===== src/hw/rtl/rgbi420_pkg.sv =====
package rgbi420_pkg;

   localparam int FRAME_WIDTH_BITS  = 13;
   localparam int FRAME_HEIGHT_BITS = 13;
   localparam int BPP_BITS          = 3;
   localparam int CSR_DATA_BITS     = 13;

   localparam int COMPONENT_BITS  = 8;
   localparam int LUMA_ADDR_BITS  = 24;
   localparam int CHROMA_POS_BITS = 22;
   localparam int CHROMA_ADDR_BITS = 25;
   localparam int SRC_ADDR_BITS   = 26;
   localparam int SRC_INDEX_BITS  = 24;

   localparam int LUMA_SUM_BITS   = 16;
   localparam int CHROMA_SUM_BITS = 17;

   localparam int Y_R_WEIGHT  = 66;
   localparam int Y_G_WEIGHT  = 129;
   localparam int Y_B_WEIGHT  = 25;
   localparam int CB_R_WEIGHT = 38;
   localparam int CB_G_WEIGHT = 74;
   localparam int CB_B_WEIGHT = 112;
   localparam int CR_R_WEIGHT = 112;
   localparam int CR_G_WEIGHT = 94;
   localparam int CR_B_WEIGHT = 18;
   localparam int LUMA_OFFSET   = 16;
   localparam int CHROMA_OFFSET = 128;
   localparam int CHROMA_BIAS   = 32768;
   localparam int WEIGHT_SHIFT  = 8;

   localparam logic [FRAME_WIDTH_BITS-1:0]  FRAME_WIDTH_RESET  = 13'd2;
   localparam logic [FRAME_HEIGHT_BITS-1:0] FRAME_HEIGHT_RESET = 13'd1;
   localparam logic [BPP_BITS-1:0]          BPP_RESET          = 3'd4;

   typedef enum logic [1:0] {
      CSR_FRAME_WIDTH,
      CSR_FRAME_HEIGHT,
      CSR_FLIP_VERTICAL,
      CSR_BYTES_PER_PIXEL
   } csr_index_type;

   typedef struct packed {
      logic [COMPONENT_BITS-1:0] red;
      logic [COMPONENT_BITS-1:0] green;
      logic [COMPONENT_BITS-1:0] blue;
   } req_payload_type;

   typedef struct packed {
      logic [COMPONENT_BITS-1:0]   luma;
      logic [LUMA_ADDR_BITS-1:0]   luma_address;
      logic                        chroma_valid;
      logic [COMPONENT_BITS-1:0]   blue_diff;
      logic [COMPONENT_BITS-1:0]   red_diff;
      logic [CHROMA_ADDR_BITS-1:0] cb_address;
      logic [CHROMA_ADDR_BITS-1:0] cr_address;
      logic [SRC_ADDR_BITS-1:0]    source_address;
      logic                        last_of_frame;
   } rsp_payload_type;

endpackage


===== src/hw/rtl/rgb_to_i420_converter.sv =====
// Channel | Dir | Handshake             | Beat
// req     | in  | req_valid/req_stall   | one RGB pixel, raster order
// rsp     | out | rsp_valid/rsp_stall   | Y, optional Cb/Cr, plane and source offsets
// csr     | in  | csr_write             | register index and data, no read-back
//
// One pixel per clock unless rsp_stall holds; a beat is registered in both stages.
// Stage one walks the frame counters, stage two does the weight sums and the
// offset products. Frame size products are registered from the config port.
// Synchronous active-high reset clears counters and valids, sets config defaults.
// rsp_stall holds both stages; req_stall rises only when both stages are full.
module rgb_to_i420_converter #(
   parameter int MAX_WIDTH  = 4096,
   parameter int MAX_HEIGHT = 4096
) (
   input  logic                                    clock,
   input  logic                                    reset,
   input  logic                                    req_valid,
   output logic                                    req_stall,
   input  rgbi420_pkg::req_payload_type            req_data,
   output logic                                    rsp_valid,
   input  logic                                    rsp_stall,
   output rgbi420_pkg::rsp_payload_type            rsp_data,
   input  logic                                    csr_write,
   input  rgbi420_pkg::csr_index_type              csr_index,
   input  logic [rgbi420_pkg::CSR_DATA_BITS-1:0]   csr_wdata
);
   import rgbi420_pkg::*;

   localparam int WW = $clog2(MAX_WIDTH + 1);
   localparam int HH = $clog2(MAX_HEIGHT + 1);
   localparam int CW = (MAX_WIDTH > 1) ? $clog2(MAX_WIDTH) : 1;
   localparam int RH = (MAX_HEIGHT > 1) ? $clog2(MAX_HEIGHT) : 1;
   localparam int PLANE_BITS = WW + HH;
   localparam int SUM_BITS = (PLANE_BITS + 2 > CHROMA_ADDR_BITS) ?
                             PLANE_BITS + 2 : CHROMA_ADDR_BITS;
   localparam int SRC_PROD_BITS = SRC_INDEX_BITS + BPP_BITS;
   localparam int W_CAP_I = MAX_WIDTH - (MAX_WIDTH % 2);
   localparam logic [FRAME_WIDTH_BITS:0]  W_CAP = W_CAP_I[FRAME_WIDTH_BITS:0];
   localparam logic [FRAME_HEIGHT_BITS:0] H_CAP = MAX_HEIGHT[FRAME_HEIGHT_BITS:0];

   function automatic logic [WW-1:0] clamp_width(input logic [FRAME_WIDTH_BITS-1:0] raw);
      logic [FRAME_WIDTH_BITS:0] w;
      w = {1'b0, raw[FRAME_WIDTH_BITS-1:1], 1'b0};
      if (w < (FRAME_WIDTH_BITS+1)'(2)) w = (FRAME_WIDTH_BITS+1)'(2);
      if (w > W_CAP) w = W_CAP;
      return WW'(w);
   endfunction

   function automatic logic [HH-1:0] clamp_height(input logic [FRAME_HEIGHT_BITS-1:0] raw);
      logic [FRAME_HEIGHT_BITS:0] h;
      h = {1'b0, raw};
      if (h == '0) h = (FRAME_HEIGHT_BITS+1)'(1);
      if (h > H_CAP) h = H_CAP;
      return HH'(h);
   endfunction

   // configuration
   logic [FRAME_WIDTH_BITS-1:0]  frame_width_ff, frame_width_in;
   logic [FRAME_HEIGHT_BITS-1:0] frame_height_ff, frame_height_in;
   logic                         flip_ff, flip_in;
   logic [BPP_BITS-1:0]          bpp_ff, bpp_in;
   logic [PLANE_BITS-1:0]        plane_ff, plane_in;
   logic [SRC_INDEX_BITS-1:0]    last_row_start_ff, last_row_start_in;
   logic [WW-1:0]                width_next;
   logic [HH-1:0]                height_next;
   logic [PLANE_BITS-1:0]        last_row_prod;

   always_comb begin
      frame_width_in  = frame_width_ff;
      frame_height_in = frame_height_ff;
      flip_in         = flip_ff;
      bpp_in          = bpp_ff;
      if (csr_write) begin
         case (csr_index)
            CSR_FRAME_WIDTH: begin
               frame_width_in = csr_wdata[FRAME_WIDTH_BITS-1:0];
            end
            CSR_FRAME_HEIGHT: begin
               frame_height_in = csr_wdata[FRAME_HEIGHT_BITS-1:0];
            end
            CSR_FLIP_VERTICAL: begin
               flip_in = csr_wdata[0];
            end
            CSR_BYTES_PER_PIXEL: begin
               bpp_in = csr_wdata[BPP_BITS-1:0];
            end
            default: begin
            end
         endcase
      end
      width_next        = clamp_width(frame_width_in);
      height_next       = clamp_height(frame_height_in);
      plane_in          = PLANE_BITS'(width_next) * PLANE_BITS'(height_next);
      last_row_prod     = PLANE_BITS'(width_next) * PLANE_BITS'(height_next - HH'(1));
      last_row_start_in = SRC_INDEX_BITS'(last_row_prod);
   end

   always_ff @(posedge clock) begin
      if (reset) begin
         frame_width_ff    <= FRAME_WIDTH_RESET;
         frame_height_ff   <= FRAME_HEIGHT_RESET;
         flip_ff           <= 1'b0;
         bpp_ff            <= BPP_RESET;
         plane_ff          <= PLANE_BITS'(2);
         last_row_start_ff <= '0;
      end else begin
         frame_width_ff    <= frame_width_in;
         frame_height_ff   <= frame_height_in;
         flip_ff           <= flip_in;
         bpp_ff            <= bpp_in;
         plane_ff          <= plane_in;
         last_row_start_ff <= last_row_start_in;
      end
   end

   // handshake
   logic s1_valid_ff, s1_valid_in;
   logic rsp_valid_ff, rsp_valid_in;
   logic out_ready, s1_ready, req_accept;

   assign out_ready  = !rsp_valid_ff || !rsp_stall;
   assign s1_ready   = !s1_valid_ff || out_ready;
   assign req_accept = req_valid && s1_ready;
   assign req_stall  = !s1_ready;

   // frame walk at accept
   logic [CW-1:0]              column_ff, column_in, column_cur;
   logic [RH-1:0]              row_ff, row_in, row_cur;
   logic [LUMA_ADDR_BITS-1:0]  luma_pos_ff, luma_pos_in, luma_pos_cur;
   logic [CHROMA_POS_BITS-1:0] chroma_pos_ff, chroma_pos_in, chroma_pos_cur;
   logic [SRC_INDEX_BITS-1:0]  src_row_ff, src_row_in, src_row_cur;
   logic [WW-1:0]              width_cur;
   logic [HH-1:0]              height_cur;
   logic                       restart, chroma_cur, row_end, frame_end;

   always_comb begin
      width_cur  = clamp_width(frame_width_ff);
      height_cur = clamp_height(frame_height_ff);
      restart    = (WW'(column_ff) >= width_cur) || (HH'(row_ff) >= height_cur);

      column_cur     = restart ? '0 : column_ff;
      row_cur        = restart ? '0 : row_ff;
      luma_pos_cur   = restart ? '0 : luma_pos_ff;
      chroma_pos_cur = restart ? '0 : chroma_pos_ff;
      src_row_cur    = restart ? '0 : src_row_ff;
      if (column_cur == '0 && row_cur == '0) begin
         src_row_cur = flip_ff ? last_row_start_ff : '0;
      end

      chroma_cur = !row_cur[0] && !column_cur[0];
      row_end    = WW'(column_cur) == width_cur - WW'(1);
      frame_end  = row_end && (HH'(row_cur) == height_cur - HH'(1));

      column_in     = column_cur + CW'(1);
      row_in        = row_cur;
      luma_pos_in   = luma_pos_cur + LUMA_ADDR_BITS'(1);
      chroma_pos_in = chroma_pos_cur + CHROMA_POS_BITS'(chroma_cur);
      src_row_in    = src_row_cur;
      if (row_end) begin
         column_in  = '0;
         row_in     = row_cur + RH'(1);
         src_row_in = flip_ff ? src_row_cur - SRC_INDEX_BITS'(width_cur)
                              : src_row_cur + SRC_INDEX_BITS'(width_cur);
      end
      if (frame_end) begin
         column_in     = '0;
         row_in        = '0;
         luma_pos_in   = '0;
         chroma_pos_in = '0;
         src_row_in    = '0;
      end
   end

   always_ff @(posedge clock) begin
      if (reset) begin
         column_ff     <= '0;
         row_ff        <= '0;
         luma_pos_ff   <= '0;
         chroma_pos_ff <= '0;
         src_row_ff    <= '0;
      end else if (req_accept) begin
         column_ff     <= column_in;
         row_ff        <= row_in;
         luma_pos_ff   <= luma_pos_in;
         chroma_pos_ff <= chroma_pos_in;
         src_row_ff    <= src_row_in;
      end
   end

   // stage one register
   req_payload_type            s1_pixel_ff;
   logic                       s1_chroma_ff;
   logic                       s1_last_ff;
   logic [SRC_INDEX_BITS-1:0]  s1_src_index_ff;
   logic [LUMA_ADDR_BITS-1:0]  s1_luma_pos_ff;
   logic [CHROMA_POS_BITS-1:0] s1_chroma_pos_ff;

   always_comb begin
      s1_valid_in = s1_valid_ff;
      if (s1_ready) begin
         s1_valid_in = req_valid;
      end
      rsp_valid_in = rsp_valid_ff;
      if (out_ready) begin
         rsp_valid_in = s1_valid_ff;
      end
   end

   always_ff @(posedge clock) begin
      if (reset) begin
         s1_valid_ff  <= 1'b0;
         rsp_valid_ff <= 1'b0;
      end else begin
         s1_valid_ff  <= s1_valid_in;
         rsp_valid_ff <= rsp_valid_in;
      end
   end

   always_ff @(posedge clock) begin
      if (req_accept) begin
         s1_pixel_ff      <= req_data;
         s1_chroma_ff     <= chroma_cur;
         s1_last_ff       <= frame_end;
         s1_src_index_ff  <= src_row_cur + SRC_INDEX_BITS'(column_cur);
         s1_luma_pos_ff   <= luma_pos_cur;
         s1_chroma_pos_ff <= chroma_pos_cur;
      end
   end

   // stage two: weight sums and offsets
   logic [LUMA_SUM_BITS-1:0]   luma_sum;
   logic [CHROMA_SUM_BITS-1:0] cb_sum, cr_sum;
   logic [SUM_BITS-1:0]        cb_sum_addr, cr_sum_addr;
   logic [SRC_PROD_BITS-1:0]   src_prod;
   rsp_payload_type            rsp_data_ff, rsp_data_in;

   always_comb begin
      luma_sum = LUMA_SUM_BITS'(s1_pixel_ff.red)   * LUMA_SUM_BITS'(Y_R_WEIGHT)
               + LUMA_SUM_BITS'(s1_pixel_ff.green) * LUMA_SUM_BITS'(Y_G_WEIGHT)
               + LUMA_SUM_BITS'(s1_pixel_ff.blue)  * LUMA_SUM_BITS'(Y_B_WEIGHT);
      cb_sum = CHROMA_SUM_BITS'(CHROMA_BIAS)
             + CHROMA_SUM_BITS'(s1_pixel_ff.blue)  * CHROMA_SUM_BITS'(CB_B_WEIGHT)
             - CHROMA_SUM_BITS'(s1_pixel_ff.red)   * CHROMA_SUM_BITS'(CB_R_WEIGHT)
             - CHROMA_SUM_BITS'(s1_pixel_ff.green) * CHROMA_SUM_BITS'(CB_G_WEIGHT);
      cr_sum = CHROMA_SUM_BITS'(CHROMA_BIAS)
             + CHROMA_SUM_BITS'(s1_pixel_ff.red)   * CHROMA_SUM_BITS'(CR_R_WEIGHT)
             - CHROMA_SUM_BITS'(s1_pixel_ff.green) * CHROMA_SUM_BITS'(CR_G_WEIGHT)
             - CHROMA_SUM_BITS'(s1_pixel_ff.blue)  * CHROMA_SUM_BITS'(CR_B_WEIGHT);
      cb_sum_addr = SUM_BITS'(plane_ff) + SUM_BITS'(s1_chroma_pos_ff);
      cr_sum_addr = cb_sum_addr + SUM_BITS'(plane_ff >> 2);
      src_prod    = SRC_PROD_BITS'(s1_src_index_ff) * SRC_PROD_BITS'(bpp_ff);

      rsp_data_in.luma = luma_sum[WEIGHT_SHIFT +: COMPONENT_BITS]
                       + COMPONENT_BITS'(LUMA_OFFSET);
      rsp_data_in.luma_address   = s1_luma_pos_ff;
      rsp_data_in.chroma_valid   = s1_chroma_ff;
      rsp_data_in.blue_diff      = COMPONENT_BITS'(CHROMA_OFFSET);
      rsp_data_in.red_diff       = COMPONENT_BITS'(CHROMA_OFFSET);
      rsp_data_in.cb_address     = '0;
      rsp_data_in.cr_address     = '0;
      if (s1_chroma_ff) begin
         rsp_data_in.blue_diff  = cb_sum[WEIGHT_SHIFT +: COMPONENT_BITS];
         rsp_data_in.red_diff   = cr_sum[WEIGHT_SHIFT +: COMPONENT_BITS];
         rsp_data_in.cb_address = CHROMA_ADDR_BITS'(cb_sum_addr);
         rsp_data_in.cr_address = CHROMA_ADDR_BITS'(cr_sum_addr);
      end
      rsp_data_in.source_address = SRC_ADDR_BITS'(src_prod);
      rsp_data_in.last_of_frame  = s1_last_ff;
   end

   always_ff @(posedge clock) begin
      if (out_ready && s1_valid_ff) begin
         rsp_data_ff <= rsp_data_in;
      end
   end

   assign rsp_valid = rsp_valid_ff;
   assign rsp_data  = rsp_data_ff;

endmodule


===== config.mk =====
export PLATFORM = sky130hd
export DESIGN_NAME = rgb_to_i420_converter
export DESIGN_NICKNAME = d
export VERILOG_FILES = /design/src/hw/rtl/rgbi420_pkg.sv /design/src/hw/rtl/rgb_to_i420_converter.sv
export SDC_FILE = /design/constraint.sdc
export NUM_CORES = 2
export LEC_CHECK = 0
export ABC_AREA = 1
export ABC_CLOCK_PERIOD_IN_PS = 26100
export BUFFER_PORTS_ARGS = -buffer_cell sky130_fd_sc_hd__buf_2
export CAP_MARGIN = 20
export CORE_MARGIN = 1.5
export CORE_UTILIZATION = 30
export DETAILED_ROUTE_END_ITERATION = 8
export GPL_ROUTABILITY_DRIVEN = 0
export GPL_TIMING_DRIVEN = 0
export SYNTH_ARGS = -nofsm -noshare
export SYNTH_HDL_FRONTEND = slang
export SYNTH_SLANG_ARGS = --single-unit

===== constraint.sdc =====
create_clock -name clock -period 26.1 [get_ports clock]
set_input_delay 3.915 -clock clock [delete_from_list [all_inputs] [get_ports clock]]
set_output_delay 3.915 -clock clock [all_outputs]
set_load 0.03 [all_outputs]

* Word-level counts from Yosys, hierarchy flattened *
Index checks and enable logic that the tools add are counted.

word-level totals
  word-level logic and storage cells = 127
  register bits after elaboration = 398
  output and inout port bits = 128
  bits of input ports = 44

operators by class
  equality and inequality tests = 5
  reductions and logical operators = 22
  add/subtract/negate cells = 21
  multipliers = 12
  order comparisons = 8
  muxes and demuxes = 28

operators with widths
  kind                    count
  $mux 24                 8
  $mux 13                 12
  $mux 12                 6
  $gt 14x13->1 const B    4
  $mux 22                 2
  $mul 8x6->14 const B    3
  $add 16x15->16 const A  2
  $sub 16x15->16          2
  $eq 12x13->1            2
  $ge 12x13->1            2
  $logic_not 13->1        2
  $lt 13x2->1 const B     2
  $mul 13x13->26          1
  $mul 24x3->26           1
  $mul 8x5->13 const B    2
  $sub 13x1->13 const B   2
  $add 25x22->25          1
  $add 25x24->25          1
  $add 12x1->12 const B   2
  $add 24x1->24 const B   1
  $add 24x12->24          1
  $add 24x13->24          1
  $logic_not 12->1        2
  $mul 14x14->24          1
  other kinds (18)        33

* Depth between registers and ports, before layout *
  depth after elaboration = 14
  mapped depth = 47
  mapped depth without buffers = 45

* Least setup slack after synthesis *
No wires, ideal clock.

  path kind = input -> register
  start point = input port csr_index[0]
  end point = register last_row_start_ff[22]
  arrival = 11.169 ns
  path slack = 14.811 ns
  stages on the path = 43
  required time = 25.981 ns
  cell sequence = buf_2 > nand3_4 > buf_6 > o21ai_1 > nand2_1 > nor2_1 > nand2_1 > nand2_1 > buf_4 > inv_2 > nor2_1 > inv_1 > ha_1 > nand3_1 > nor3_1 > or2_2 > nand2_2 > inv_1 > [... 7 more ...] > inv_1 > fa_1 > inv_1 > ha_1 > nand2_1 > nor2_1 > inv_1 > nor3_1 > nand2_1 > o211ai_1 > nand3_1 > nand2_1 > a31oi_1 > nor2_1 > o21ai_0 > nand2_1 > o21ai_0 > a21oi_1

between the ends
  word-level cells in the longest chain between the ends = 9

ends and longest elaborated chain
  what                  RTL line                      text
  start, declared       rgb_to_i420_converter.sv:24   input rgbi420_pkg::csr_index_type csr_index,
  $eq 2x1->1            rgb_to_i420_converter.sv:74   case (csr_index)
  $mux 13               rgb_to_i420_converter.sv:74
  $mux 13               rgb_to_i420_converter.sv:73   if (csr_write) begin
  $logic_not 13->1      rgb_to_i420_converter.sv:52   if (h == '0) h = (FRAME_HEIGHT_BITS+1)'(1);
  $mux 13               rgb_to_i420_converter.sv:52
  $gt 14x13->1          rgb_to_i420_converter.sv:53   if (h > H_CAP) h = H_CAP;
  $mux 13               rgb_to_i420_converter.sv:53
  $sub 13x1->14         rgb_to_i420_converter.sv:94   last_row_prod = PLANE_BITS'(width_next) * PLANE_BITS'(height_next - HH'(1));
  $mul 14x14->24 *      rgb_to_i420_converter.sv:94
  end signal, assigned  rgb_to_i420_converter.sv:112  last_row_start_ff <= last_row_start_in;
  end, declared         rgb_to_i420_converter.sv:63   logic [SRC_INDEX_BITS-1:0] last_row_start_ff, last_row_start_in;

Every way passes the cells marked *; elsewhere a longest branch is shown, timed or not.
A chain may end at the register's enable or synchronous reset.

* Worst setup path in the final report *
  start point = input port csr_index[1]
  end point = register last_row_start_ff[22]

Same word-level chain as after synthesis.

==> out/qor.txt <==
Wire per inst - 16.7 µm
Buffers on Ports - 169
Final min period - 12.68 ns
All-Layer GR Usage - 17.5%
Routed Antenna Nets - 0
Power Density - 68.1 nW/µm²
Slew @ Worst Pin - 1.15 ns
Comb power frac - 50.6%
Synth-to-Final Area Change - 12.1%
Routed via count - 36000
Initial Util - 30.3%
# resized after CTS - 0
Complex-gate fraction of the synthesized area - 8.77%
Num rows - 136
Number of synthesized flops with an enable pin - 222
XOR/XNOR share of the synthesized area - 4.35%
Net Sw Power - 1.39 mW
IR Drop Worst-Case VDD - 0.0626 mV
Seq/Total Area, Yosys - 24.2%
Pin count of the biggest net entering global routing - 57
Final setup viols - 0
Die Wd - 376 µm
Top FF cell, synth - edfxtp_1
Most frequent cells in the layout - nand2_1 (1162), inv_1 (975), nor2_1 (490)
Clock group share of total power - 23.6%
Clock root buffer - clkbuf_16
Path type of the worst setup path - input pin to register
CTS tree - done
Clock Pin Slew Worst Setup and Hold Paths - 0.07 ns
Synth warnings - 0
Post-DP HPWL - 101000 µm
Cts hold-fix bufs - 0
Maximum buffer depth of the clock tree - 3
DR vias/cell - 4.85
Asr flop ratio synth - 0%
Overflow after GRT - 0
Internal power - 1.80 mW
Die Y - 376 µm
Synth Area in Simple Gates - 21.6%
DRC Markers - 0
DRT Pass-1 Iters - 6
Top Ports - 172
Num CTS Buffers - 47
Max-slew violations - 0
Fin nets - 6446
Mean Syn Cell Area - 7.81 µm²
Max-cap viol count - 0
H-Tree Level Count - 2
Post-Route WL - 124000 µm
Worst hold-check path type - register to register
Clock Skew - 0.0194 ns
Period utilisation layout - 48.6%
CP max stage cell - nor2_1
Worst EP arrival - 13.20 ns
Status - finished, final reports clean
Main combinational cell family by area after synthesis - adder cells
Worst skew pair latency - 0.64 ns
Setup TNS - 0 ns
Worst Path Max Fanout - 10
Max Fclk - 78.9 MHz
RSZ-0062 raised after global routing - no
Initial antenna violation count - 16
Relative slew slack - 23.3%
# Post-CTS Setup Buffers - 0
Cell mode on critical path - nand2_1
Clk sink count - 395
Leading cell types by total area after synthesis - fa_1 (16%), edfxtp_1 (16%), ha_1 (14%)
Share of the synthesized area in the top cell type - 16.3%
Final Hold Viols - 0
Commonest non-fill, non-tap cell in the layout - nand2_1
Flop pwr share - 25.8%
Required @ worst endpoint - 26.62 ns
CP Launch Type - input pin
Core ar. - 138000 µm²
Switch share - 43.6%
Yosys top cell by area - fa_1
Synth Area in Adders - 30.5%
Number of synthesized register bits - 395
DRT iter0 DRCs - 2827
Mapped cell area - 41800 µm²
LEAKAGE - 23.0 nW
CP max stage delay - 0.71 ns
Tot Pwr - 3.19 mW
Mapped Cells - 5353
Crit end category - register
First-pass GRT wire length - 195000 µm
Mux share of post-synthesis cell area - 0.0239%
Fraction of layout instances using a drive strength above 1 - 7.22%
Synth unique cells - 56
Vias in the first global route - 35500
Die area - 142000 µm²
cells in the mapped netlist, types with 81 or more instances:
| library cell | count |
|---|---|
| a21oi_1 | 377 |
| clkbuf_1 | 81 |
| dfxtp_1 | 173 |
| edfxtp_1 | 222 |
| fa_1 | 341 |
| ha_1 | 474 |
| inv_1 | 975 |
| nand2_1 | 1162 |
| nand3_1 | 230 |
| nor2_1 | 490 |
| o21ai_0 | 162 |
| xor2_1 | 130 |
critical path: cells and delay by family:
family | cells | cell delay, ns
fa+ha+maj | 8 | 3.82
simple gates | 17 | 2.78
buf+inv | 11 | 1.56
compound gates | 7 | 1.12
cell type report:
| cell class | instances | area [µm²] |
|---|---|---|
| Clock buffer | 57 | 1280 |
| Multi-Input combinational cell | 3832 | 27300 |
| Buffer | 133 | 634 |
| Antenna cell | 8 | 20.0 |
| Inverter | 1002 | 3760 |
| Sequential cell | 395 | 10100 |
| Fill cell | 14500 | 91000 |
| Timing Repair Buffer | 176 | 993 |
| Clock inverter | 31 | 469 |
| Tap cell | 1794 | 2240 |
kinds of logic after synthesis:
logic type,Yosys count
AND/OR/NAND/NOR,2130
buffers and inverters,1135
adder cells (fa/ha/maj),815
AO/OA/AOI/OAI,669
flip-flops,395
XOR/XNOR,206
other,2
multiplexers,1
state kept, by name, indices dropped and copies added, names as in the netlist:
register and count:
s1_last_ff 1, plane_ff 25, luma_pos_ff 24, s1_chroma_ff 1, chroma_pos_ff 22, s1_pixel_ff 24, rsp_data 126, last_row_start_ff 23
s1_src_index_ff 24, row_ff 12, s1_chroma_pos_ff 22, flip_ff 1, s1_valid_ff 1, bpp_ff 3, column_ff 12, s1_luma_pos_ff 24
frame_height_ff 13, src_row_ff 24, frame_width_ff 12, rsp_valid 1
through the flow:
stage	hold WS (ns)	std cells	instance area, µm²	utilization (%)	setup WS (ns)
floorplan	0.400	5362	41800	-	14.81
finish	0.413	7428	46900	34.0	13.42
CTS	0.414	7420	46800	34.0	13.52
global route	0.423	7427	46900	34.0	12.76
detailed placement	0.405	7332	45100	32.7	12.91
global placement	0.406	7325	44900	32.6	11.94
power by group through the flow:
| stage | Sequential [mW] | Combinational [mW] | Clock, mW |
|---|---|---|---|
| 4_1_cts | 0.822 | 1.62 | 0.776 |
| 3_5_place_dp | 0.834 | 1.60 | 0 |
| 5_1_grt | 0.827 | 1.85 | 0.793 |
| 3_3_place_gp | 0.840 | 1.58 | 0 |
| 2_1_floorplan | 0.881 | 1.13 | 0 |
| 6_report | 0.822 | 1.61 | 0.753 |
path summary, 6_finish.rpt:
kind | start | to | slack, ns | cells after the start
max reg2reg | frame_height_ff[6]$_SDFF_PP0_ | last_row_start_ff[22]$_SDFF_PP0_ | 16.70 | 42
max | csr_index[1] | last_row_start_ff[22]$_SDFF_PP0_ | 13.42 | 43
min | s1_luma_pos_ff[9]$_DFFE_PP_ | rsp_data[103]$_DFFE_PP_ | 0.41 | 0
min reg2reg | s1_luma_pos_ff[9]$_DFFE_PP_ | rsp_data[103]$_DFFE_PP_ | 0.41 | 0
metal layers:
layer	routed length (µm)	vias to the layer above	share of wire, %	global-route usage, %
li1	-	17500	-	-
met1	53100	17200	43	22.5
met2	57800	1166	47	29.4
met3	8540	248	6.9	2.83
met4	4750	14	3.8	6.33
met5	89	-	0.072	0
Note: power is estimated with default switching activity, not from simulation.
